<file path="src/hdl/lsais_pkg.sv">
// Shared types and constants for the superblock arc interval scan.
`timescale 1ns / 1ps
package lsais_pkg;

  localparam int unsigned LEN_W  = 12;
  localparam int unsigned CNT_W  = 32;
  localparam int unsigned OVL_W  = 13;
  localparam int unsigned SYM_W  = 3;
  localparam int unsigned CFG_AW = 8;

  // Register indexes of the configuration port
  localparam logic [CFG_AW-1:0] REG_FULL_READ_LEN = 8'd0;
  localparam logic [CFG_AW-1:0] REG_MIN_OVERLAP   = 8'd1;
  localparam logic [CFG_AW-1:0] REG_BUCKET_A      = 8'd2;
  localparam logic [CFG_AW-1:0] REG_BUCKET_C      = 8'd3;
  localparam logic [CFG_AW-1:0] REG_BUCKET_G      = 8'd4;
  localparam logic [CFG_AW-1:0] REG_BUCKET_T      = 8'd5;

  // One stack entry: a closed superblock
  typedef struct packed {
    logic [CNT_W-1:0] reads;
    logic [LEN_W-1:0] len;
    logic [CNT_W-1:0] stop;
    logic [CNT_W-1:0] start;
  } entry_t;

  localparam int unsigned ENTRY_W = $bits(entry_t);

  // Work handed from the front to the back for one record
  typedef struct packed {
    logic             push;
    logic             last;
    logic [LEN_W-1:0] lcur;
    logic [CNT_W-1:0] reads_old;
    logic [CNT_W-1:0] reads_new;
    logic [SYM_W-1:0] lead;
    entry_t           ent;
  } cmd_t;

  // One emitted arc interval
  typedef struct packed {
    logic             run_last;
    logic             overflow;
    logic [SYM_W-1:0] lead;
    logic [OVL_W-1:0] overlap;
    logic [CNT_W-1:0] seed_count;
    logic [CNT_W-1:0] seed_first;
    logic [CNT_W-1:0] range_end;
    logic [CNT_W-1:0] range_begin;
  } result_t;

  typedef enum logic [2:0] {
    B_IDLE,
    B_PUSH,
    B_READ,
    B_CHECK,
    B_DONE
  } back_state_e;

endpackage

</file>
<file path="src/hdl/lsais_queue.sv">
// Two-entry queue that decouples the front from the back.
`timescale 1ns / 1ps
module lsais_queue
  import lsais_pkg::*;
(
  input  logic       clk_i,
  input  logic       rst_ni,
  input  logic       push_i,
  input  cmd_t       wdata_i,
  output logic       full_o,
  input  logic       pop_i,
  output logic       empty_o,
  output cmd_t       rdata_o,
  output logic [1:0] count_o
);

  cmd_t       slot_q [2];
  logic       wp_q, rp_q;
  logic [1:0] cnt_q;

  assign full_o  = (cnt_q == 2'd2);
  assign empty_o = (cnt_q == 2'd0);
  assign rdata_o = slot_q[rp_q];
  assign count_o = cnt_q;

  // Store payload
  always_ff @(posedge clk_i) begin
    if (push_i) begin
      slot_q[wp_q] <= wdata_i;
    end
  end

  // Advance pointers and count
  always_ff @(posedge clk_i or negedge rst_ni) begin
    if (!rst_ni) begin
      wp_q  <= 1'b0;
      rp_q  <= 1'b0;
      cnt_q <= 2'd0;
    end else begin
      if (push_i) wp_q <= ~wp_q;
      if (pop_i)  rp_q <= ~rp_q;
      cnt_q <= cnt_q + 2'(push_i) - 2'(pop_i);
    end
  end

endmodule

</file>
<file path="config.mk">
export PLATFORM = sky130hd
export DESIGN_NAME = lsais_queue
export DESIGN_NICKNAME = d
export VERILOG_FILES = /design/src/hdl/lsais_pkg.sv /design/src/hdl/lsais_queue.sv
export SDC_FILE = /design/constraint.sdc
export NUM_CORES = 1
export LEC_CHECK = 0
export BUFFER_PORTS_ARGS = -buffer_cell sky130_fd_sc_hd__buf_4
export CORE_MARGIN = 3
export CORE_UTILIZATION = 47
export CTS_CLUSTER_DIAMETER = 30
export DETAILED_ROUTE_END_ITERATION = 10
export GPL_TIMING_DRIVEN = 0
export PLACE_DENSITY = 0.78
export SLEW_MARGIN = 5
export SYNTH_ARGS = -nofsm -noshare
export SYNTH_HDL_FRONTEND = slang
export SYNTH_SLANG_ARGS = --single-unit
</file>
<file path="constraint.sdc">
create_clock -name clk_i -period 8.7 [get_ports clk_i]
set_clock_uncertainty 0.05 [all_clocks]
set_input_delay 0.87 -clock clk_i [delete_from_list [all_inputs] [get_ports clk_i]]
set_output_delay 0.87 -clock clk_i [all_outputs]
set_load 0.01 [all_outputs]
</file>
# Word-level counts from Yosys, hierarchy flattened
# Memory sizes are Yosys's and may differ from the RTL's.
# Cells that the tools add are included.
[word_totals]
in_bits = 193
memories = 1
wordCells = 12
ff_bits = 4
out_inout_bits = 193
mem_bits_rw = 378
[classes]
n_reduce_logical = 1
bitwise_logic = 2
mux = 2
n_eq_ne = 1
addsub = 2
[memory_table]
columns = ["memory", "depth", "width", "read_ports", "rd_ports_with_merged_regs", "wr", "line", "text"]
rows = [
  ["slot_q", 2, 189, 1, 0, 1, "lsais_queue.sv:17", "cmd_t slot_q [2];"],
]
[op_table]
columns = ["cell", "n"]
rows = [
  ["2-bit by 1-bit adder with 2-bit output", 1],
  ["2-bit == test, second input constant", 1],
  ["2-bit zero test", 1],
  ["1-bit two-way mux", 2],
  ["1-bit inverter", 2],
  ["2-bit by 1-bit subtractor with 2-bit output", 1],
]

# Logic depth before layout (Yosys ltp)
# Gate-level depths: netlist of run 1.
[logic_depth]
word_depth = 2
mapped_depth = 5
mapped_depth_nobuf = 5

# Least setup slack after synthesis of run 1
# OpenSTA, ideal clock, no wires.
[synth_path]
path_type = "input-to-reg"
startpoint = "input push_i"
endpoint = "memory slot_q[0][0] in the netlist's numbering (enable)"
t_required_ns = 7.886
setup_ns = 0.764
n_path_buf = 0
t_arrival_ns = 9.024
path_stages = 1
path_slack_ns = -1.137
cell_sequence = "nor2b_1"
[synth_via]
elab_chain_cells = 2
[synth_rtl]
columns = ["item", "line", "text"]
rows = [
  ["start: declaration", "lsais_queue.sv:8", "input logic push_i,"],
  ["1-bit two-way mux", "lsais_queue.sv:28", "if (push_i) begin"],
  ["1-bit two-way mux (not written as such)", "lsais_queue.sv:29", "slot_q[wp_q] <= wdata_i;"],
  ["end: declaration", "lsais_queue.sv:17", ""],
]
# No other way between the ends.

==> flow_summary.toml, run 1 <==
[grt]
grt_first_pass_wirelength_mm = 46.7
vias_in_the_first_global_route = 8137
overflow_left_after_global_routing = 0
grt_start_max_net_pins = 61
grt_util_all_layers_pct = 18.7
antenna_found_initial = 0

[placement]
placement.cell_area_um2 = 17900
globalplace.congestion = 0.770
io_buffer_count = 385
dp.cells = 1388
place.detailed.hpwl_mm = 21.1

[clock_tree]
h-tree-depth = 3
cts_max_path_buffers = 3
tritoncts.num_buffers = 68
tritoncts = "done"
cts_resized = 0
worstSkewPairLatency_ps = 520
clkSinkCount = 382
cts.clk_slew.worst_paths_ps = 40
cts_hold_buf = 0
clockRootBuffer = "clkbuf_16"
cts_post_setup_buffers_inserted = 0

[timing]
top_achievable_clock_speed_ghz = 0.344
timing_worst_slew_pin_value_ps = 806
finalSetupViolations = 0
maxSlewHeadroom_pct = 46.1
unrepaired_setup_endpoints_after_global_routing = "no"
final_period_minus_worst_setup_slack_ps = 2900
min_period_over_period_pct = 33.4
timing.final.hold_violations = 0
setup_tns_ps = 0
slew_violations = 0

[power_and_ir_drop]
vdd_ir_drop_max_uv = 267
power.density_cell_area_nw_per_um2 = 359
p_leak_uw = 0.00798

[routing]
drt.antenna.violating_nets = 0
routed_wl_mm = 31.1
drt_first_pass_iters = 4
drt-wirelength-per-cell_um = 20.6
drt_via_density = 4.94
route.vias.total = 7466
drtIter0Drc = 400
drc = 0

[final_layout]
final_cell_area_um2 = 20100
antenna_cells = 0
final.fill_count = 1917
drive_gt1_share_pct = 63.7
syn_to_final_growth_pct = 41.4
layout.nets = 1263
stdcell_count = 1510
multi_input_gate_area_in_the_final_layout_um2 = 2600
layout.area.seq_um2 = 11500

[critical_path]
cp-startpoint = "rp_q$_DFFE_PN0P_"
path_class = "reg -> out"
critPathArrivalTime_ps = 1980
critPathLaunchType = "flip-flop"
cp.required_ps = 7780
worstReg2RegStart = "wp_q$_DFFE_PN0P_"
worstPathMaxFanout = 10
critical_path.endpoint_type = "output pin"

[floorplan]
die_area_um2 = 32400
die_width_um = 180
floorplan.die.height_um = 180
row_count = 63
initial_core_util_pct = 47.9
design.core.area_um2 = 29700
boundaryPins = 386

[synth]
netlist_area_um2 = 14200
synth_sequential_area_ratio_pct = 80.5
synth.distinct_cells = 13
syn-mean-instance-area_um2 = 23.6
count_of_synthesis_stage_warnings_from_yosys = 0
synth_seq_cells = 382
synth_net_count = 798
synthCells = 603

[outcome]
outcome = "complete, no violations"

[min_path]
worstHoldPathType = "in -> async"

[run]
drv.max_cap_violation_count = 0
[path summary, 6_finish.rpt]
check	cells past startpoint	slack [ps]	to
max	5	5800	rdata_o[134]
min	1	80	count_o[1]$_DFF_PN0_
max reg2reg	5	6360	slot_q[0][126]$_DFFE_PP_
min reg2reg	1	500	wp_q$_DFFE_PN0P_
max in group asynchronous	1	8410	rp_q$_DFFE_PN0P_
min in group clk_i	1	460	slot_q[0][16]$_DFFE_PP_
[cells in the mapped netlist (all sizes together)]
master | n | area [µm²]
edfxtp | 378 | 11400
mux2 | 189 | 2500
buf | 21 | 180
dfrtp | 4 | 100
ha | 2 | 25.0
inv | 2 | 7.51
nor2b | 2 | 12.5
xor2 | 2 | 17.5
and2 | 1 | 6.26
nor2 | 1 | 3.75
xor3 | 1 | 23.8
[worst max-delay path, stage by stage (launching register included)]
cell	delay, ps
dfrtp_1	340
buf_6	170
buf_6	210
buf_6	220
mux2_4	350
buf_4	160
[cell usage in the layout (no fill, tap or decap), types with 2 or more instances in the layout]
cell type   Yosys  final
buf_12          0      4
buf_16          0      6
buf_2           9      9
buf_4           0    385
buf_6          12     12
bufinv_16       0      6
clkbuf_1        0      8
clkbuf_16       0     68
clkinv_1        0      8
clkinv_2        0      6
clkinv_4        0      7
clkinv_8        0      4
clkinvlp_4      0      6
dfrtp_1         4      4
edfxtp_1      378    378
ha_1            2      2
inv_1           2      2
inv_6           0      5
inv_8           0      2
mux2_2         89     89
mux2_4        100    100
xor2_1          2      2
[layer usage]
metal | part of all wire, % | wire length [µm] | track usage [%] | vias to the layer above
met5 | 0 | 0 | 0 | -
met4 | 3.1 | 962 | 7.22 | 0
met3 | 10 | 3260 | 7.73 | 63
met2 | 50 | 15600 | 31.8 | 364
met1 | 36 | 11300 | 21.1 | 3668
li1 | - | - | - | 3371
[report_power, final]
part / switching, µW / internal (µW)
Combinational: 1010 / 1160
Clock: 894 / 1640
Sequential: 85.7 / 2440
[area by class of cell]
class	instances	area share, %
flip-flops and latches	382	56.9
repair buffers	395	15.6
well taps	390	2.42
clock inverters	46	2.62
clock buffers	76	8.60
plain buffers	21	0.895
inverters	2	0.0373
multi-input cells	198	12.9
[sequential cells by signal (all words and copies together) (netlist names)]
signal / count
wp_q: 1
count_o: 2
rp_q: 1
slot_q: 378
[kinds of logic after synthesis]
family        after synthesis  synth area share [%]
buf+inv                    23                  1.32
simple gates                4                 0.158
flops                     382                  80.5
fa+ha+maj                   2                 0.176
xor+xnor                    3                 0.290
mux                       189                  17.6
[metrics by stage]
stage	setup WS, ps	total power (µW)	utilization (%)	hold WS, ps
3_5_place_dp	5740	4750	60.1	495
3_3_place_gp	-377	4750	59.3	437
5_1_grt	5720	7540	67.7	55.9
6_report	5800	7230	67.7	83.6
4_1_cts	5710	7330	67.7	50.2
2_1_floorplan	2420	3810	-	423
(Power assumes the default switching activity.)
==> inputs of run 2 (changes only) <==
CORE_UTILIZATION = 52   (was 47)
PLACE_DENSITY = 0.81   (was 0.78)
clock period = 2.7 ns   (was 8.7 ns; I/O delays follow)
==> run 2 against run 1 <==
  * Wire length is 39% higher
  * Critical path depth stayed put
  * Largest power group is now the clock network
  * Critical path type is now reg -> reg
  * Global-route usage is 10 points higher
  * Final cell count is 9.8% higher
  * First-iteration DRC count is 53% higher
==> flow_summary.toml, run 2 (synthesized netlist as in run 1, its figures left out) <==
[outcome]
outcome = "complete, no violations"

[clock_tree]
h-tree-depth = 3
clkSinkCount = 382
worstSkewPairLatency_ps = 530
tritoncts.num_buffers = 72
cts.clk_slew.worst_paths_ps = 50
clockRootBuffer = "clkbuf_16"
cts_post_setup_buffers_inserted = 0
cts_max_path_buffers = 3
tritoncts = "done"

[routing]
drtIter0Drc = 613
drc = 0
routed_wl_mm = 43.2
drt-wirelength-per-cell_um = 26.1
drt_via_density = 5.33
drt_first_pass_iters = 5
route.vias.total = 8833
drt.antenna.violating_nets = 0

[floorplan]
boundaryPins = 386
design.core.area_um2 = 26500
floorplan.die.height_um = 171
die_area_um2 = 29400
row_count = 59
initial_core_util_pct = 53.7
die_width_um = 171

[placement]
globalplace.congestion = 0.739
io_buffer_count = 385
dp_worst_setup_slack_ps = 242
place.detailed.hpwl_mm = 21.4
dp.cells = 1333

[critical_path]
cp.required_ps = 2880
path_class = "reg -> reg"
worstPathMaxFanout = 30
critPathLaunchType = "flip-flop"
critPathArrivalTime_ps = 2690
critical_path.endpoint_type = "flip-flop"

[final_layout]
syn_to_final_growth_pct = 56.7
layout_common_cells = "385 x buf_4, 378 x edfxtp_1, 192 x dlygate4sd3_1, 100 x mux2_4, 89 x mux2_2"
layout_commonest_cell = "buf_4"
top_register = "slot_q"
layout.nets = 1459
drive_gt1_share_pct = 54.8
stdcell_count = 1658
flip_flop_count_of_the_largest_register_all_copies_and_words_added = 378

[timing]
unrepaired_setup_endpoints_after_global_routing = "no"
finalSetupViolations = 0
final_period_minus_worst_setup_slack_ps = 2510
min_period_over_period_pct = 92.8
timing_worst_slew_pin_value_ps = 942
slew_violations = 0
top_achievable_clock_speed_ghz = 0.399
timing.final.hold_violations = 0
maxSlewHeadroom_pct = 37.1
post-route-worst-setup-slack_ps = 194

[power_and_ir_drop]
power.density_cell_area_nw_per_um2 = 1140
p_total_uw = 25400
p_leak_uw = 0.00893
vdd_ir_drop_max_uv = 917

[grt]
grt.met2_usage_pct = 51.5
grt_util_met3_pct = 8.92
grt_start_max_net_pins = 64
antenna_found_initial = 1
grt_util_all_layers_pct = 28.9
grt_first_pass_wirelength_mm = 62.3
vias_in_the_first_global_route = 9953
groute.layer.met1.usage_pct = 32.6
gr-max-usage-layer = "met2"
overflow_left_after_global_routing = 0

[min_path]
worstHoldPathType = "in -> async"

[run]
drv.max_cap_violation_count = 0
==> run 2: power breakdown <==
group          total [µW]  internal, µW  switching, µW
logic                7560          3930           3630
registers            8280          7880            393
clock network        9520          6360           3160
==> run 2: final timing paths <==
check / slack, ps / startpoint / end / depth (start not counted)
max: 190 / wp_q$_DFFE_PN0P_ / slot_q[0][97]$_DFFE_PP_ / 5
min: 40 / rst_ni / count_o[0]$_DFF_PN0_ / 2
max in group asynchronous: 2450 / rst_ni / wp_q$_DFFE_PN0P_ / 2
max reg2reg: 190 / wp_q$_DFFE_PN0P_ / slot_q[0][97]$_DFFE_PP_ / 5
min in group clk_i: 390 / wdata_i[77] / slot_q[1][77]$_DFFE_PP_ / 2
min reg2reg: 500 / wp_q$_DFFE_PN0P_ / wp_q$_DFFE_PN0P_ / 1
==> run 2: cell type report <==
| class | count | area [µm²] |
|---|---|---|
| plain buffers | 21 | 180 |
| repair buffers | 587 | 5050 |
| clock inverters | 52 | 728 |
| multi-input cells | 198 | 2600 |
| fillers | 1041 | 4210 |
| inverters | 2 | 7.51 |
| clock buffers | 80 | 1850 |
| well taps | 335 | 419 |
| diodes | 1 | 2.50 |
| flip-flops and latches | 382 | 11500 |
==> run 2: timing repair <==
action | CTS | global route
gates resized for setup | 0 | 0
hold buffers | 192 | 0
endpoints found under the setup margin | 0 | 0
hold endpoints to repair | 385 | 0
==> run 2: routing by layer <==
metal / vias to the layer above / part of all wire (%)
li1: 3775 / -
met1: 4422 / 36
met2: 533 / 52
met3: 103 / 8.8
met4: 0 / 3.3
met5: - / 0
==> run 2: critical path, stage by stage (launching register included) <==
cell and delay (ps):
dfrtp_1 420, nor2b_4 760, buf_12 300, buf_12 230, buf_16 200, buf_16 190
==> run 2: per-stage QoR <==
stage | cell area [µm²] | TNS (ps) | util, % | hold slack [ps]
after floorplan | 14200 | -293170 | - | -75.6
after global placement | 17500 | -803580 | 66.2 | 17.2
after detailed placement | 17800 | 0 | 67.1 | 19.8
after CTS | 22300 | 0 | 84.1 | 19.8
after global routing | 22300 | 0 | 84.1 | 33.6
final | 22300 | 0 | 84.1 | 42.7
