`config.mk`:
```
export PLATFORM = sky130hd
export DESIGN_NAME = lsais_front
export DESIGN_NICKNAME = d
export VERILOG_FILES = /design/src/hdl/lsais_pkg.sv /design/src/hdl/lsais_front.sv
export SDC_FILE = /design/constraint.sdc
export NUM_CORES = 1
export LEC_CHECK = 0
export BUFFER_PORTS_ARGS = -buffer_cell sky130_fd_sc_hd__buf_2
export CAP_MARGIN = 20
export CELL_PAD_IN_SITES_DETAIL_PLACEMENT = 1
export CELL_PAD_IN_SITES_GLOBAL_PLACEMENT = 1
export CORE_MARGIN = 2
export CORE_UTILIZATION = 48
export DETAILED_ROUTE_END_ITERATION = 8
export PLACE_DENSITY_LB_ADDON = 0.1
export SYNTH_ARGS = -nofsm -noshare
export SYNTH_HDL_FRONTEND = slang
export SYNTH_SLANG_ARGS = --single-unit
```
`constraint.sdc`:
```
create_clock -name clk_i -period 6.89 [get_ports clk_i]
set_input_delay 0.3445 -clock clk_i [delete_from_list [all_inputs] [get_ports clk_i]]
set_output_delay 0.3445 -clock clk_i [all_outputs]
set_load 0.01 [all_outputs]
```
`src/hdl/lsais_pkg.sv`:
```
// Shared types and constants for the superblock arc interval scan.
`timescale 1ns / 1ps
package lsais_pkg;

  localparam int unsigned LEN_W  = 12;
  localparam int unsigned CNT_W  = 32;
  localparam int unsigned OVL_W  = 13;
  localparam int unsigned SYM_W  = 3;
  localparam int unsigned CFG_AW = 8;

  // Register indexes of the configuration port
  localparam logic [CFG_AW-1:0] REG_FULL_READ_LEN = 8'd0;
  localparam logic [CFG_AW-1:0] REG_MIN_OVERLAP   = 8'd1;
  localparam logic [CFG_AW-1:0] REG_BUCKET_A      = 8'd2;
  localparam logic [CFG_AW-1:0] REG_BUCKET_C      = 8'd3;
  localparam logic [CFG_AW-1:0] REG_BUCKET_G      = 8'd4;
  localparam logic [CFG_AW-1:0] REG_BUCKET_T      = 8'd5;

  // One stack entry: a closed superblock
  typedef struct packed {
    logic [CNT_W-1:0] reads;
    logic [LEN_W-1:0] len;
    logic [CNT_W-1:0] stop;
    logic [CNT_W-1:0] start;
  } entry_t;

  localparam int unsigned ENTRY_W = $bits(entry_t);

  // Work handed from the front to the back for one record
  typedef struct packed {
    logic             push;
    logic             last;
    logic [LEN_W-1:0] lcur;
    logic [CNT_W-1:0] reads_old;
    logic [CNT_W-1:0] reads_new;
    logic [SYM_W-1:0] lead;
    entry_t           ent;
  } cmd_t;

  // One emitted arc interval
  typedef struct packed {
    logic             run_last;
    logic             overflow;
    logic [SYM_W-1:0] lead;
    logic [OVL_W-1:0] overlap;
    logic [CNT_W-1:0] seed_count;
    logic [CNT_W-1:0] seed_first;
    logic [CNT_W-1:0] range_end;
    logic [CNT_W-1:0] range_begin;
  } result_t;

  typedef enum logic [2:0] {
    B_IDLE,
    B_PUSH,
    B_READ,
    B_CHECK,
    B_DONE
  } back_state_e;

endpackage

```
`src/hdl/lsais_front.sv`:
```
// Front: configuration, position and read counting, block opening.
`timescale 1ns / 1ps
module lsais_front
  import lsais_pkg::*;
#(
  parameter int unsigned POS_BITS = 32
) (
  input  logic              clk_i,
  input  logic              rst_ni,
  input  logic              cfg_valid_i,
  input  logic [CFG_AW-1:0] cfg_addr_i,
  input  logic [CNT_W-1:0]  cfg_data_i,
  input  logic              take_i,
  input  logic [LEN_W-1:0]  suffix_len_i,
  input  logic [LEN_W-1:0]  lcp_here_i,
  input  logic [LEN_W-1:0]  lcp_ahead_i,
  input  logic              bwt_is_marker_i,
  input  logic              final_record_i,
  output cmd_t              cmd_o
);

  localparam int unsigned CW = (POS_BITS > CNT_W) ? POS_BITS : CNT_W;

  logic [LEN_W-1:0]    frl_q, tau_q;
  logic [CNT_W-1:0]    bkt_q [4];
  logic [POS_BITS-1:0] pos_q, pos_d, open_begin_q, open_begin_d;
  logic [CNT_W-1:0]    reads_q, reads_d, open_reads_q, open_reads_d;
  logic [LEN_W-1:0]    open_len_q, open_len_d;
  logic                opening_q, opening_d;

  logic [CW-1:0]    pos_w, begin_w;
  logic [3:0]       above;
  logic             push, rd_inc, open_now;
  logic [CNT_W-1:0] reads_new;
  logic [SYM_W-1:0] lead;

  // Configuration writes
  always_ff @(posedge clk_i or negedge rst_ni) begin
    if (!rst_ni) begin
      frl_q <= '0;
      tau_q <= '0;
      for (int i = 0; i < 4; i++) bkt_q[i] <= '0;
    end else if (cfg_valid_i) begin
      case (cfg_addr_i)
        REG_FULL_READ_LEN: frl_q    <= cfg_data_i[LEN_W-1:0];
        REG_MIN_OVERLAP:   tau_q    <= cfg_data_i[LEN_W-1:0];
        REG_BUCKET_A:      bkt_q[0] <= cfg_data_i;
        REG_BUCKET_C:      bkt_q[1] <= cfg_data_i;
        REG_BUCKET_G:      bkt_q[2] <= cfg_data_i;
        REG_BUCKET_T:      bkt_q[3] <= cfg_data_i;
        default: ;
      endcase
    end
  end

  // Bucket compares against the current position
  assign pos_w   = CW'(pos_q);
  assign begin_w = CW'(open_begin_q);
  always_comb begin
    for (int i = 0; i < 4; i++) above[i] = pos_w > CW'(bkt_q[i]);
  end
  always_comb begin
    if (!above[0])      lead = SYM_W'(0);
    else if (!above[1]) lead = SYM_W'(1);
    else if (!above[2]) lead = SYM_W'(2);
    else if (!above[3]) lead = SYM_W'(3);
    else                lead = SYM_W'(4);
  end

  // Classify the record
  assign push   = opening_q && (suffix_len_i != open_len_q || lcp_here_i != open_len_q);
  assign rd_inc = ((frl_q == '0) && bwt_is_marker_i) ||
                  ((suffix_len_i == frl_q) && (pos_w >= CW'(bkt_q[0])));
  assign reads_new = reads_q + CNT_W'(rd_inc);
  assign open_now  = (lcp_here_i < lcp_ahead_i) && (lcp_ahead_i >= tau_q) &&
                     (suffix_len_i == lcp_ahead_i);

  always_comb begin
    cmd_o.push      = push;
    cmd_o.last      = final_record_i;
    cmd_o.lcur      = lcp_here_i;
    cmd_o.reads_old = reads_q;
    cmd_o.reads_new = reads_new;
    cmd_o.lead      = lead;
    cmd_o.ent.start = begin_w[CNT_W-1:0];
    cmd_o.ent.stop  = pos_w[CNT_W-1:0];
    cmd_o.ent.len   = open_len_q;
    cmd_o.ent.reads = open_reads_q;
  end

  // Next scan state
  always_comb begin
    pos_d        = pos_q;
    reads_d      = reads_q;
    opening_d    = opening_q;
    open_begin_d = open_begin_q;
    open_len_d   = open_len_q;
    open_reads_d = open_reads_q;
    if (take_i) begin
      reads_d = reads_new;
      if (push) opening_d = 1'b0;
      if (open_now) begin
        opening_d    = 1'b1;
        open_begin_d = pos_q;
        open_len_d   = lcp_ahead_i;
        open_reads_d = reads_new;
      end
      if (final_record_i) begin
        pos_d     = '0;
        reads_d   = '0;
        opening_d = 1'b0;
      end else begin
        pos_d = pos_q + POS_BITS'(1);
      end
    end
  end

  always_ff @(posedge clk_i or negedge rst_ni) begin
    if (!rst_ni) begin
      pos_q        <= '0;
      reads_q      <= '0;
      opening_q    <= 1'b0;
      open_begin_q <= '0;
      open_len_q   <= '0;
      open_reads_q <= '0;
    end else begin
      pos_q        <= pos_d;
      reads_q      <= reads_d;
      opening_q    <= opening_d;
      open_begin_q <= open_begin_d;
      open_len_q   <= open_len_d;
      open_reads_q <= open_reads_d;
    end
  end

endmodule

```
== After elaboration in Yosys (flattened, before gate mapping) ==
Cells that the tools add are included.

* Output and inout bits: 189
* Bits in registers: 293
* Bits of input ports: 82

* Multiplexer cells: 9
* Reductions and logical operators: 18
* $add $sub $neg: 2
* Equality and inequality tests: 9
* Order comparisons: 7

{| class="wikitable"
|+ Operator list
! operator !! number
|-
| $gt A32 B32 Y1 || 4
|-
| $mux W32 || 2
|-
| $add A32 B1 Y32 || 1
|-
| $add A32 B1 Y32 const B || 1
|-
| $ge A32 B32 Y1 || 1
|-
| $eq A12 B12 Y1 || 2
|-
| $ne A12 B12 Y1 || 2
|-
| $eq A8 B2 Y1 const B || 2
|-
| $eq A8 B3 Y1 const B || 2
|-
| $reduce_and A2 Y1 || 8
|-
| $ge A12 B12 Y1 || 1
|-
| $logic_not A12 Y1 || 1
|-
| $lt A12 B12 Y1 || 1
|-
| $mux W3 || 4
|-
| $eq A8 B1 Y1 const B || 1
|-
| $logic_not A8 Y1 || 1
|-
| $logic_and A1 B1 Y1 || 5
|-
| $mux W1 || 3
|-
| $reduce_bool A3 Y1 || 1
|-
| $logic_or A1 B1 Y1 || 2
|}

== Logic depth before layout (Yosys ltp) ==
Gate-level depths: netlist of the first run.

* Word-level depth: 6
* Gate-level depth with buffers: 18
* Mapped depth without buffers: 18

== Worst setup path after synthesis of the first run ==
No wires, ideal clock.

* Path type: register -> output
* Start: reg pos_q[13]
* End: out cmd_o[123] (netlist bit)
* Slack: 3155 ps
* Arrival: 3391 ps
* Stages on the path, launching flop included: 16
* Path buffers: 0
* Data required time: 6545 ps
* Cells stage by stage: dfrtp_1 -> ha_1 -> a21o_1 -> a21o_1 -> a211oi_1 -> a21boi_0 -> or3b_2 -> a21o_1 -> ha_1 -> ha_1 -> nand2_1 -> nor2_2 -> and3_1 -> and3_1 -> nand3_1 -> xnor2_1

{| class="wikitable"
|+ RTL lines
! element !! line !! RTL
|-
| start: declaration || lsais_front.sv:26 || <nowiki>logic [POS_BITS-1:0] pos_q, pos_d, open_begin_q, open_begin_d;</nowiki>
|-
| start signal: assignment || lsais_front.sv:127 || <nowiki>pos_q <= pos_d;</nowiki>
|-
| end: declaration || lsais_front.sv:19 || <nowiki>output cmd_t cmd_o</nowiki>
|}

==> results of run 1 <==
-- cell usage in the layout, fill, tap and decap left out, drive strengths merged, types with 3 or more instances in the layout --
cell type and instances:
nor4 10, o211ai 7, dfrtp 293, xor2 42
nand4 35, a21o 24, a22o 21, mux2 187
xnor2 37, nor3 22, a31oi 4, a221oi 7
or3 11, nand2 109, inv 162, and2 6
clkinv 7, ha 154, clkbuf 48, buf 281
o21a 3, and4 12, o21ai 82, nand3b 4
nand3 47, a211oi 5, and3 20, nor2b 4
a21oi 56, o22ai 5, o31ai 4, nor2 53
nand2b 5, a221o 4
-- logic make-up (layout without fill, tap and decap cells) --
group | count (synthesis) | count (layout)
compound gates | 231 | 231
xor+xnor | 79 | 79
fa+ha+maj | 154 | 154
buf+inv | 212 | 501
flops | 293 | 293
mux | 188 | 188
other cells | 0 | 2
simple gates | 349 | 349
-- Yosys cell counts (all sizes together) (20+ instances only) --
cell type    n  share of area [%]
xnor2       37                2.1
clkbuf      24               0.55
buf         29                1.2
nor3        22               0.73
nand2      109                2.5
mux2       187                 14
ha         154                 12
and3        20               0.76
nand4       35                1.3
a21oi       56                1.7
inv        159                3.6
xor2        42                2.3
a22o        21                1.1
a21o        24                1.1
dfrtp      293                 45
nand3       47                1.5
nor2        53                1.2
o21ai       82                2.5
-- sequential cells by signal, summed over array words and instances, names as in the netlist --
signal / flops
open_len_q: 12
bkt_q: 128
reads_q: 32
opening_q: 1
pos_q: 32
begin_w: 32
open_reads_q: 32
frl_q: 12
tau_q: 12
-- stage by stage --
step	cells	util [%]	setup WS, ns	hold WS (ns)	cell area, um2
floorplan	1506	-	3.155	0.04891	16360
global placement	2182	54.04	2.460	0.4713	18120
detailed placement	2182	54.04	2.354	0.4856	18120
CTS	2243	57.39	1.794	0.01273	19240
global route	2243	57.39	1.381	0.04037	19240
finish	2245	57.41	1.854	-0.05530	19250
-- metal layers --
| metal | global-route usage [%] | wire, um |
|---|---|---|
| met1 | 34.64 | 20160 |
| met2 | 46.28 | 23220 |
| met3 | 4.098 | 2089 |
| met4 | 8.323 | 1332 |
| met5 | 0 | 13 |
-- layout make-up --
type	count	area (um2)	area share (%)
multi-input cells	1001	8175	42.47
flip-flops and latches	293	7332	38.09
repair buffers	281	1456	7.566
clock buffers	48	983.4	5.109
inverters	159	596.8	3.100
well taps	448	560.5	2.912
clock inverters	13	140.1	0.7280
diodes	2	5.005	0.02600
-- power by group through the flow --
| stage | Combinational (W) | Sequential, W | Clock (W) |
|---|---|---|---|
| 6_report | 0.000457 | 0.00182 | 0.00182 |
| 5_1_grt | 0.000510 | 0.00183 | 0.00193 |
| 4_1_cts | 0.000463 | 0.00182 | 0.00187 |
| 3_5_place_dp | 0.000458 | 0.00185 | 0 |
| 3_3_place_gp | 0.000436 | 0.00185 | 0 |
| 2_1_floorplan | 0.000257 | 0.00184 | 0 |
-- worst min-delay path by stage --
stage,cells past startpoint,end,from
after floorplan,0,begin_w[0],rst_ni
after global placement,1,open_reads_q[31],open_reads_q[31]
after detailed placement,1,open_reads_q[31],open_reads_q[31]
after CTS,1,bkt_q[51],rst_ni
after global routing,1,bkt_q[51],rst_ni
final,1,bkt_q[51],rst_ni
-- worst register-to-register path, delay by kind of cell (launching register included) --
family / cells / cell delay (ns)
xor+xnor: 1 / 0.18
compound gates: 2 / 0.45
flops: 1 / 0.49
mux: 1 / 0.29
simple gates: 8 / 2.22
fa+ha+maj: 2 / 0.57
==> summary.md, run 1 <==
| Metric | Value |
|---|---|
| Clock Tree Root | `clkbuf_16` |
| Hold buffers post-CTS | `0` |
| Routed wire length | `around 47000 um` |
| Share of layout cells above drive strength 1 | `between 30% and 40%` |
| Static Leak | `10.39 nW` |
| CTS clk-pin slew, worst paths | `0.06 ns` |
| Cells after Synth | `about 1500` |
| Number of global-route vias before repair | `13530` |
| DRT iter0 DRCs | `slightly above 500` |
| Vias per inst | `5.550` |
| # IOs | `roughly 270` |
| Chip Height | `~190 um` |
| Switching Share | `around a quarter` |
| Share of power burned in combinational logic | `between 10% and 20%` |
| R2R Setup Slk | `around 2.6 ns` |
| Failing checks | `hold timing` |
| Syn Area/Cell | `approximately 11 um2` |
| Compound-Gate Fraction of Synth Area | `under 10%` |
| Final HPWL DP | `33560 um` |
| Synthesized area | `about 0.016 mm2` |
| Initial antenna violation count | `3` |
| Post-synthesis adder-cell area fraction | `about an eighth` |
| Total number of vias | `around 12000` |
| R2R depth | `14` |
| CP max FO | `9` |
| Worst-Margin Slew | `roughly 1.1 ns` |
| PostCTS Resize Cnt | `0` |
| Status | `complete, but fails checks` |
| DR WL/cell | `20.86 um` |
| Internal power | `slightly above 0.003 W` |
| Slew Limit Fails | `0` |
| Worst Setup End Kind | `output port` |
| Final hold vios | `56` |
| Xor/xnor share of the synthesized area | `4.414%` |
| # nets final | `2006` |
| Post-Syn Nets | `1742` |
| # Max-Cap Violations | `0` |
| Crit path to | `cmd_o[141]` |
| CTS max path bufs | `3` |
| Largest net degree at the start of global routing | `roughly 160` |
| Post-Synth Simple-Gate Area | `between 10% and 20%` |
| CTS sink count | `slightly below 300` |
| Design Power | `0.004097 W` |
| Post-synthesis async set-or-reset flop share | `100.0%` |
| TritonCTS Buffers | `34` |
| TritonRoute pass-1 iters | `4` |
| Maximum vdd ir drop | `0.1856 mV` |
| CTS tree | `done` |
| Post-synth cell types | `62` |
| Area growth syn-to-layout | `17.69%` |
| Std cell rows | `67` |
| GP Congestion | `0.8167` |
| P per Cell Area | `roughly 210 mW/mm2` |
| Critical path buffers and inverters | `1` |
| Crit. Startpoint | `pos_q[29]` |
| NetSw | `between 0.001 and 0.0015 W` |
| Die ar. | `around 0.036 mm2` |
| HP Class | `primary input to async pin` |
| FF+latch count, synth | `293` |
| Max-slew headroom | `29.67%` |
| Proportion of synthesized area in mux cells | `~14%` |
| Port buffer count | `270` |
| Seq/Total Area, Yosys | `between 40% and 50%` |
| Setup Skew | `roughly 0.016 ns` |
| CP max-delay cell | `nor4_1` |
| Clock network power share | `44.4%` |
| Combinational family with the most area after synthesis | `multiplexers` |
| H-tree depth | `2` |
| Core area | `approximately 0.034 mm2` |
| Clk_lat worst skew | `roughly 0.52 ns` |
| Crit Reg-Reg Endpoint | `open_reads_q[31]` |
| Post-synth EDFFs | `0` |
| Max Fclk | `198.6 MHz` |
| Critical path, cell by cell | `ha_1 -> nand4_1 -> nor4_1 -> a21boi_0 -> or3b_2 -> a21o_1 -> ha_1 -> ha_1 -> nand2_1 -> nor2_2 -> nand4_1 -> or3_1 -> nor2_2 -> xor2_2 -> buf_2` |
| Setup crit start kind | `flop` |
| Initial Util | `48.78%` |
| Cell mode on critical path | `ha_1` |
| Tcrit/Tclk final | `73.09%` |
| FF-to-FF Start | `pos_q[29]` |
| Postcts setup bufs | `0` |
| Final count of negative-setup-slack endpoints | `0` |
| Worst Path Required | `around 6.6 ns` |
| Hold slack | `-0.05530 ns` |
| Die width | `188.6 um` |
| GRT overflow | `0` |
| Final setup TNS | `0 ns` |
| CP peak stage delay | `0.50 ns` |
| CP delay by family, top | `simple AND/OR/NAND/NOR gates` |
| Fin crit period | `around 5.0 ns` |
| CP Depth | `15` |
| Critical Path AT | `4.69 ns` |
| Critical path class | `flop to output port` |
| GRT Total Usage | `a little over a quarter` |
| Global-route wire length before repair | `75320 um` |
| Unrepaired setup endpoints after global routing | `false` |
| Fillers | `approximately 3700` |
| Commonest register cell after synthesis | `dfrtp_1` |
| DRT antenna net count | `0` |
| # DRC | `0` |
| YS warnings | `0` |
| Sequential Power Share | `44.4%` |
Power figures use the tool's default switching activity.
==> run 2, diff against run 1 <==
--- a/config.mk
+++ b/config.mk
@@ -10,7 +10,7 @@
 export CELL_PAD_IN_SITES_DETAIL_PLACEMENT = 1
 export CELL_PAD_IN_SITES_GLOBAL_PLACEMENT = 1
 export CORE_MARGIN = 2
-export CORE_UTILIZATION = 48
+export CORE_UTILIZATION = 41
 export DETAILED_ROUTE_END_ITERATION = 8
 export PLACE_DENSITY_LB_ADDON = 0.1
 export SYNTH_ARGS = -nofsm -noshare
==> constraint.sdc (replaced) <==
create_clock -name clk_i -period 4.2 [get_ports clk_i]
set_input_delay 0.21 -clock clk_i [delete_from_list [all_inputs] [get_ports clk_i]]
set_output_delay 0.21 -clock clk_i [all_outputs]
set_load 0.01 [all_outputs]
==> run 2 against run 1 <==
Effect of this change: critical path type unchanged; register-to-register slack worse by 2.2 ns; setup slack worse by 2.0 ns; the flow finishes with violations (setup timing); power rose by 64%; final cell count rose by 7.1%; critical path depth increased by 2; utilization decreased by 5.8 points.
==> summary.md, run 2 (synthesis gave the netlist of run 1 again) <==
| Metric | Value |
|---|---|
| Status | `complete, but fails checks` |
| Failing checks | `setup timing` |
| Multi-input logic area | `about 0.0085 mm2` |
| Critical Path AT | `around 4.1 ns` |
| Routed wire length | `around 48000 um` |
| CTS tree | `done` |
| CTS clk-pin slew, worst paths | `0.06 ns` |
| CTS sink count | `293` |
| Internal power | `between 0.004 and 0.005 W` |
| Final HPWL DP | `34310 um` |
| # nets final | `between 2000 and 2500` |
| Chip Height | `between 200 and 250 um` |
| HP Class | `primary input to flop` |
| Register area | `approximately 0.0073 mm2` |
| GRT overflow | `0` |
| Static Leak | `10.96 nW` |
| Switching Share | `between 20% and 30%` |
| Total number of vias | `between 10000 and 15000` |
| DRT iter0 DRCs | `about 490` |
| Final setup margin | `-0.1307 ns` |
| Clk_lat worst skew | `~0.53 ns` |
| Final Cell Area | `between 0.02 and 0.025 mm2` |
| Number of global-route vias before repair | `between 10000 and 15000` |
| Setup crit start kind | `flop` |
| Worst-Margin Slew | `0.8755 ns` |
| R2R Setup Slk | `approximately 0.44 ns` |
| Worst Setup End Kind | `output port` |
| TritonCTS Buffers | `36` |
| Max reg flops | `between 100 and 150` |
| Sequential Power Share | `44.1%` |
| Core area | `about 0.040 mm2` |
| FF-to-FF Start | `pos_q[19]` |
| Final hold vios | `0` |
| Final count of negative-setup-slack endpoints | `3` |
| Largest net degree at the start of global routing | `102` |
| Commonest cells after routing, fill and taps aside | `293 x dfrtp_1, 268 x buf_2, 158 x inv_1` |
| Placed insts | `2295` |
| Hold endpoint | `open_len_q[1]` |
| Util after Layout | `51.65%` |
| Reg with most FFs | `bkt_q` |
| Placed inst area | `0.01852 mm2` |
| Clock network power share | `about 44%` |
| Initial Util | `41.36%` |
| TritonRoute pass-1 iters | `4` |
| P per Cell Area | `329.1 mW/mm2` |
| Commonest non-fill, non-tap cell in the layout | `dfrtp_1` |
| Unrepaired setup endpoints after global routing | `true` |
| GP Congestion | `0.8164` |
| Slew Limit Fails | `0` |
| # Max-Cap Violations | `0` |
| Design Power | `0.006722 W` |
| Die width | `203.7 um` |
| Fillers | `about 4400` |
| R2R depth | `17` |
| Tcrit/Tclk final | `103.1%` |
| # DRC | `0` |
| Max-slew headroom | `between 40% and 50%` |
| Critical path class | `flop to output port` |
| # IOs | `around 270` |
| Global-route wire length before repair | `75920 um` |
| Initial antenna violation count | `0` |
| Crit. Startpoint | `pos_q[19]` |
| Fin crit period | `about 4.3 ns` |
| Non-filler cells, final | `between 2000 and 2500` |
| Max Fclk | `around 230 MHz` |
| Maximum vdd ir drop | `~0.25 mV` |
| DR WL/cell | `19.88 um` |
| Hold slack | `0.02998 ns` |
| CTS max path bufs | `3` |
| H-tree depth | `2` |
| Hold path start | `lcp_ahead_i[1]` |
| Std cell rows | `73` |
| Area growth syn-to-layout | `24.89%` |
| DRT antenna net count | `0` |
| Clock Tree Root | `clkbuf_16` |
| Share of power burned in combinational logic | `about an eighth` |
| Port buffer count | `between 200 and 300` |
| Share of layout cells above drive strength 1 | `33.83%` |
| Crit Reg-Reg Endpoint | `open_reads_q[26]` |
| Vias per inst | `approximately 5.3` |
| CP max FO | `5` |
| Die ar. | `around 0.042 mm2` |
| NetSw | `0.001748 W` |
| Setup Skew | `0.01900 ns` |
| GRT Total Usage | `a little under a quarter` |
| Antenna diode count | `0` |
| Hold depth | `2` |
| Worst Path Required | `roughly 4 ns` |
-- run 2: what timing repair did --
action / 4_1_cts / 5_1_grt
hold endpoints to repair: 185 / 0
hold buffers: 29 / 0
cloned: 0 / 0
pin swaps: 13 / 17
setup buffers: 5 / 15
gates resized for setup: 29 / 29
endpoints found under the setup margin: 22 / 21
-- run 2: cell type report --
type                            instances  share of cell area, %
Clock buffer                           51                  4.937
Multi-Input combinational cell       1001                  41.61
Tap cell                              525                  3.216
Inverter                              159                  2.922
Clock inverter                          8                 0.3859
Sequential cell                       293                  35.89
Timing Repair Buffer                  368                  11.03
-- run 2: power groups by stage --
stage / sequential, W / combinational (W) / clock (W)
3_5_place_dp: 0.00301 / 0.000799 / 0
6_report: 0.00297 / 0.000822 / 0.00293
5_1_grt: 0.00298 / 0.000921 / 0.00314
3_3_place_gp: 0.00301 / 0.000768 / 0
4_1_cts: 0.00297 / 0.000834 / 0.00303
2_1_floorplan: 0.00302 / 0.000421 / 0
-- run 2: worst max-delay path by stage --
stage	endpoint	slack, ns	depth (start not counted)
2_1_floorplan	open_reads_q[12]	0.47	16
3_3_place_gp	cmd_o[141]	0.17	16
3_5_place_dp	cmd_o[141]	0.05	16
4_1_cts	cmd_o[141]	-0.10	16
5_1_grt	cmd_o[137]	-0.29	18
6_report	cmd_o[137]	-0.13	17
-- run 2: per-layer routing --
metal	routed length, um	global-route usage, %	vias up
met1	20340	29.18	6382
met5	0	0	-
li1	-	-	5976
met2	24290	40.94	240
met3	1899	3.851	66
met4	1285	7.169	0
-- run 2: stage by stage --
step	worst slack, ns	TNS, ns
5_1_grt	-0.2934	-2.149
3_5_place_dp	0.04652	0
4_1_cts	-0.1005	-0.1798
6_report	-0.1307	-0.3070
3_3_place_gp	0.1685	0
2_1_floorplan	0.4732	0
-- run 2: critical path, cell delays in order (launching register included) --
cell and delay [ns]:
dfrtp_1 0.40, ha_4 0.29, nand4_1 0.18, nor4_2 0.42, buf_4 0.18, nand3_2 0.07
or3b_4 0.26, a21o_1 0.18, ha_4 0.19, ha_4 0.15, nand2_4 0.05, nor2_4 0.16
buf_4 0.15, nand3_4 0.11, nor3_4 0.23, nand2_2 0.14, xnor2_4 0.25, buf_2 0.17
==> run 3, diff against run 2 <==
--- a/config.mk
+++ b/config.mk
@@ -10,7 +10,7 @@
 export CELL_PAD_IN_SITES_DETAIL_PLACEMENT = 1
 export CELL_PAD_IN_SITES_GLOBAL_PLACEMENT = 1
 export CORE_MARGIN = 2
-export CORE_UTILIZATION = 41
+export CORE_UTILIZATION = 48
 export DETAILED_ROUTE_END_ITERATION = 8
 export PLACE_DENSITY_LB_ADDON = 0.1
 export SYNTH_ARGS = -nofsm -noshare
==> constraint.sdc (replaced) <==
create_clock -name clk_i -period 5.4 [get_ports clk_i]
set_input_delay 0.27 -clock clk_i [delete_from_list [all_inputs] [get_ports clk_i]]
set_output_delay 0.27 -clock clk_i [all_outputs]
set_load 0.01 [all_outputs]
==> run 3 against run 2 <==
Effect of this change: the run now ends clean; global-route usage grew 3.1 points; die area is 14% lower; final cell count is 6.6% lower; final area fell by 5.4%; register-to-register slack improved by 0.65 ns; worst hold slack worse by 0.0041 ns; clock skew down 0.0047 ns; power decreased by 21%; combinational power down 28%; routed wire length shrank 3.0%; sequential power fell by 22%; flip-flop and latch count unchanged.
==> summary.md, run 3 (synthesis gave the netlist of run 1 again) <==
| Metric | Value |
|---|---|
| Status | `finished, final reports clean` |
| CTS max path bufs | `3` |
| Placement Setup Slack | `0.9121 ns` |
| Worst-Margin Slew | `about 0.95 ns` |
| Met3 Use GR | `under 10%` |
| Worst Setup End Kind | `output port` |
| Port buffer count | `270` |
| Maximum vdd ir drop | `0.2109 mV` |
| Non-filler cells, final | `about 2200` |
| Final HPWL DP | `~33000 um` |
| GRT overflow | `0` |
| Routed wire length | `46370 um` |
| Hold path start | `cfg_data_i[22]` |
| CP max-delay cell | `dfrtp_1` |
| Crit. Startpoint | `pos_q[29]` |
| Max Fclk | `roughly 200 MHz` |
| Commonest non-fill, non-tap cell in the layout | `dfrtp_1` |
| GRT met2 Usage | `between 40% and 50%` |
| TritonCTS Buffers | `35` |
| GP Congestion | `between 0.8 and 0.9` |
| Static Leak | `roughly 10 nW` |
| FF-to-FF Start | `pos_q[29]` |
| Initial Util | `48.78%` |
| TritonRoute pass-1 iters | `4` |
| Final setup TNS | `0 ns` |
| CTS tree | `done` |
| Vias per inst | `approximately 5.5` |
| P per Cell Area | `around 270 mW/mm2` |
| CTS clk-pin slew, worst paths | `about 0.060 ns` |
| # nets final | `2010` |
| Max-slew headroom | `36.35%` |
| R2R Setup Slk | `approximately 1.1 ns` |
| Setup crit start kind | `flop` |
| Area growth syn-to-layout | `18.14%` |
| Worst Path Required | `around 5.1 ns` |
| # DRC | `0` |
| Slew Limit Fails | `0` |
| CTS sink count | `just under 300` |
| Clk_lat worst skew | `about 0.52 ns` |
| Hold endpoint | `bkt_q[118]` |
| Hold depth | `3` |
| Global-route wire length before repair | `between 70000 and 80000 um` |
| Tcrit/Tclk final | `around nine tenths` |
| Final count of negative-setup-slack endpoints | `0` |
| Fillers | `around 3700` |
| CP peak stage delay | `0.48 ns` |
| HP Class | `primary input to flop` |
| Die ar. | `around 0.036 mm2` |
| Largest net degree at the start of global routing | `142` |
| Cell mode on critical path | `ha_1` |
| GRT Total Usage | `26.40%` |
| Final hold vios | `0` |
| CP max FO | `9` |
| Chip Height | `between 150 and 200 um` |
| Commonest cells after routing, fill and taps aside | `293 x dfrtp_1, 269 x buf_2, 158 x inv_1` |
| Initial antenna violation count | `3` |
| Total number of vias | `roughly 12000` |
| DRT antenna net count | `0` |
| R2R depth | `15` |
| Critical Path AT | `approximately 4.7 ns` |
| # Max-Cap Violations | `0` |
| DR WL/cell | `between 20 and 25 um` |
| Max reg flops | `between 100 and 150` |
| Grt met1 use | `between 30% and 40%` |
| Clock Tree Root | `clkbuf_16` |
| Final setup margin | `0.4324 ns` |
| Number of global-route vias before repair | `13370` |
| Postcts setup bufs | `0` |
| Core area | `approximately 0.034 mm2` |
| # IOs | `between 200 and 300` |
| Fin crit period | `around 5.0 ns` |
| Crit Reg-Reg Endpoint | `open_reads_q[30]` |
| Unrepaired setup endpoints after global routing | `false` |
| Reg with most FFs | `bkt_q` |
| Die width | `188.6 um` |
| DRT iter0 DRCs | `between 400 and 500` |
| Critical path class | `flop to output port` |
| H-tree depth | `2` |
| GRT busiest layer | `met2` |
| Critical path, cell by cell | `ha_1 -> nand4_1 -> nor4_2 -> a21boi_0 -> or3b_2 -> a21o_1 -> ha_1 -> ha_1 -> nand2_1 -> nor2_2 -> nand4_1 -> or3_1 -> nor2_2 -> xor2_2 -> buf_2` |
| Multi-input logic area | `between 0.008 and 0.009 mm2` |
| Share of layout cells above drive strength 1 | `30.20%` |
| Placed insts | `2184` |
| Register area | `0.007332 mm2` |
| Setup Skew | `approximately 0.014 ns` |
| Std cell rows | `67` |
## run 3: critical path: cells and delay by family (launching register included)
| kind | cells | cell delay [ns] |
|---|---|---|
| compound gates | 2 | 0.46 |
| buf+inv | 1 | 0.16 |
| simple gates | 8 | 2.02 |
| xor+xnor | 1 | 0.20 |
| flops | 1 | 0.48 |
| fa+ha+maj | 3 | 0.85 |
## run 3: worst max-delay path by stage
stage / endpoint
2_1_floorplan: open_reads_q[12]
3_5_place_dp: cmd_o[141]
3_3_place_gp: cmd_o[141]
4_1_cts: cmd_o[141]
6_report: cmd_o[141]
5_1_grt: cmd_o[137]
## run 3: power by group
group	switching, W	total, W	internal [W]
clock network	0.000925	0.00238	0.00146
logic	0.000367	0.000594	0.000227
registers	0.0000446	0.00231	0.00227
total	0.00134	0.00529	0.00395
## run 3: timing repair
action                                  in CTS  in global routing
endpoints found under the setup margin       0                  1
hold buffers                                 1                  0
hold endpoints to repair                    79                  0
gates resized for setup                      0                  1
## run 3: through the flow
stage	hold WS (ns)	util (%)	total power, W	area [um2]
after global placement	0.3148	54.09	0.002915	18140
after detailed placement	0.3062	54.09	0.002947	18140
after floorplan	-0.02559	-	0.002673	16360
after global routing	0.02913	57.62	0.005513	19320
final	0.02592	57.62	0.005291	19320
after CTS	0.01700	57.60	0.005347	19310
## run 3: layout make-up
cell class	count	area share [%]
antenna	1	0.01295
inverter	159	3.089
sequential	293	37.95
clock inverter	6	0.4921
timing repair buffer	284	7.667
tap	448	2.901
clock buffer	55	5.549
multi-input combinational	1001	42.34
## run 3: routing by layer
| metal | vias to the layer above | part of all wire, % | routed length, um |
|---|---|---|---|
| li1 | 5805 | - | - |
| met1 | 6280 | 43 | 19980 |
| met2 | 293 | 50 | 23110 |
| met3 | 68 | 4.3 | 2017 |
| met4 | 2 | 2.7 | 1246 |
| met5 | - | 0.028 | 13 |
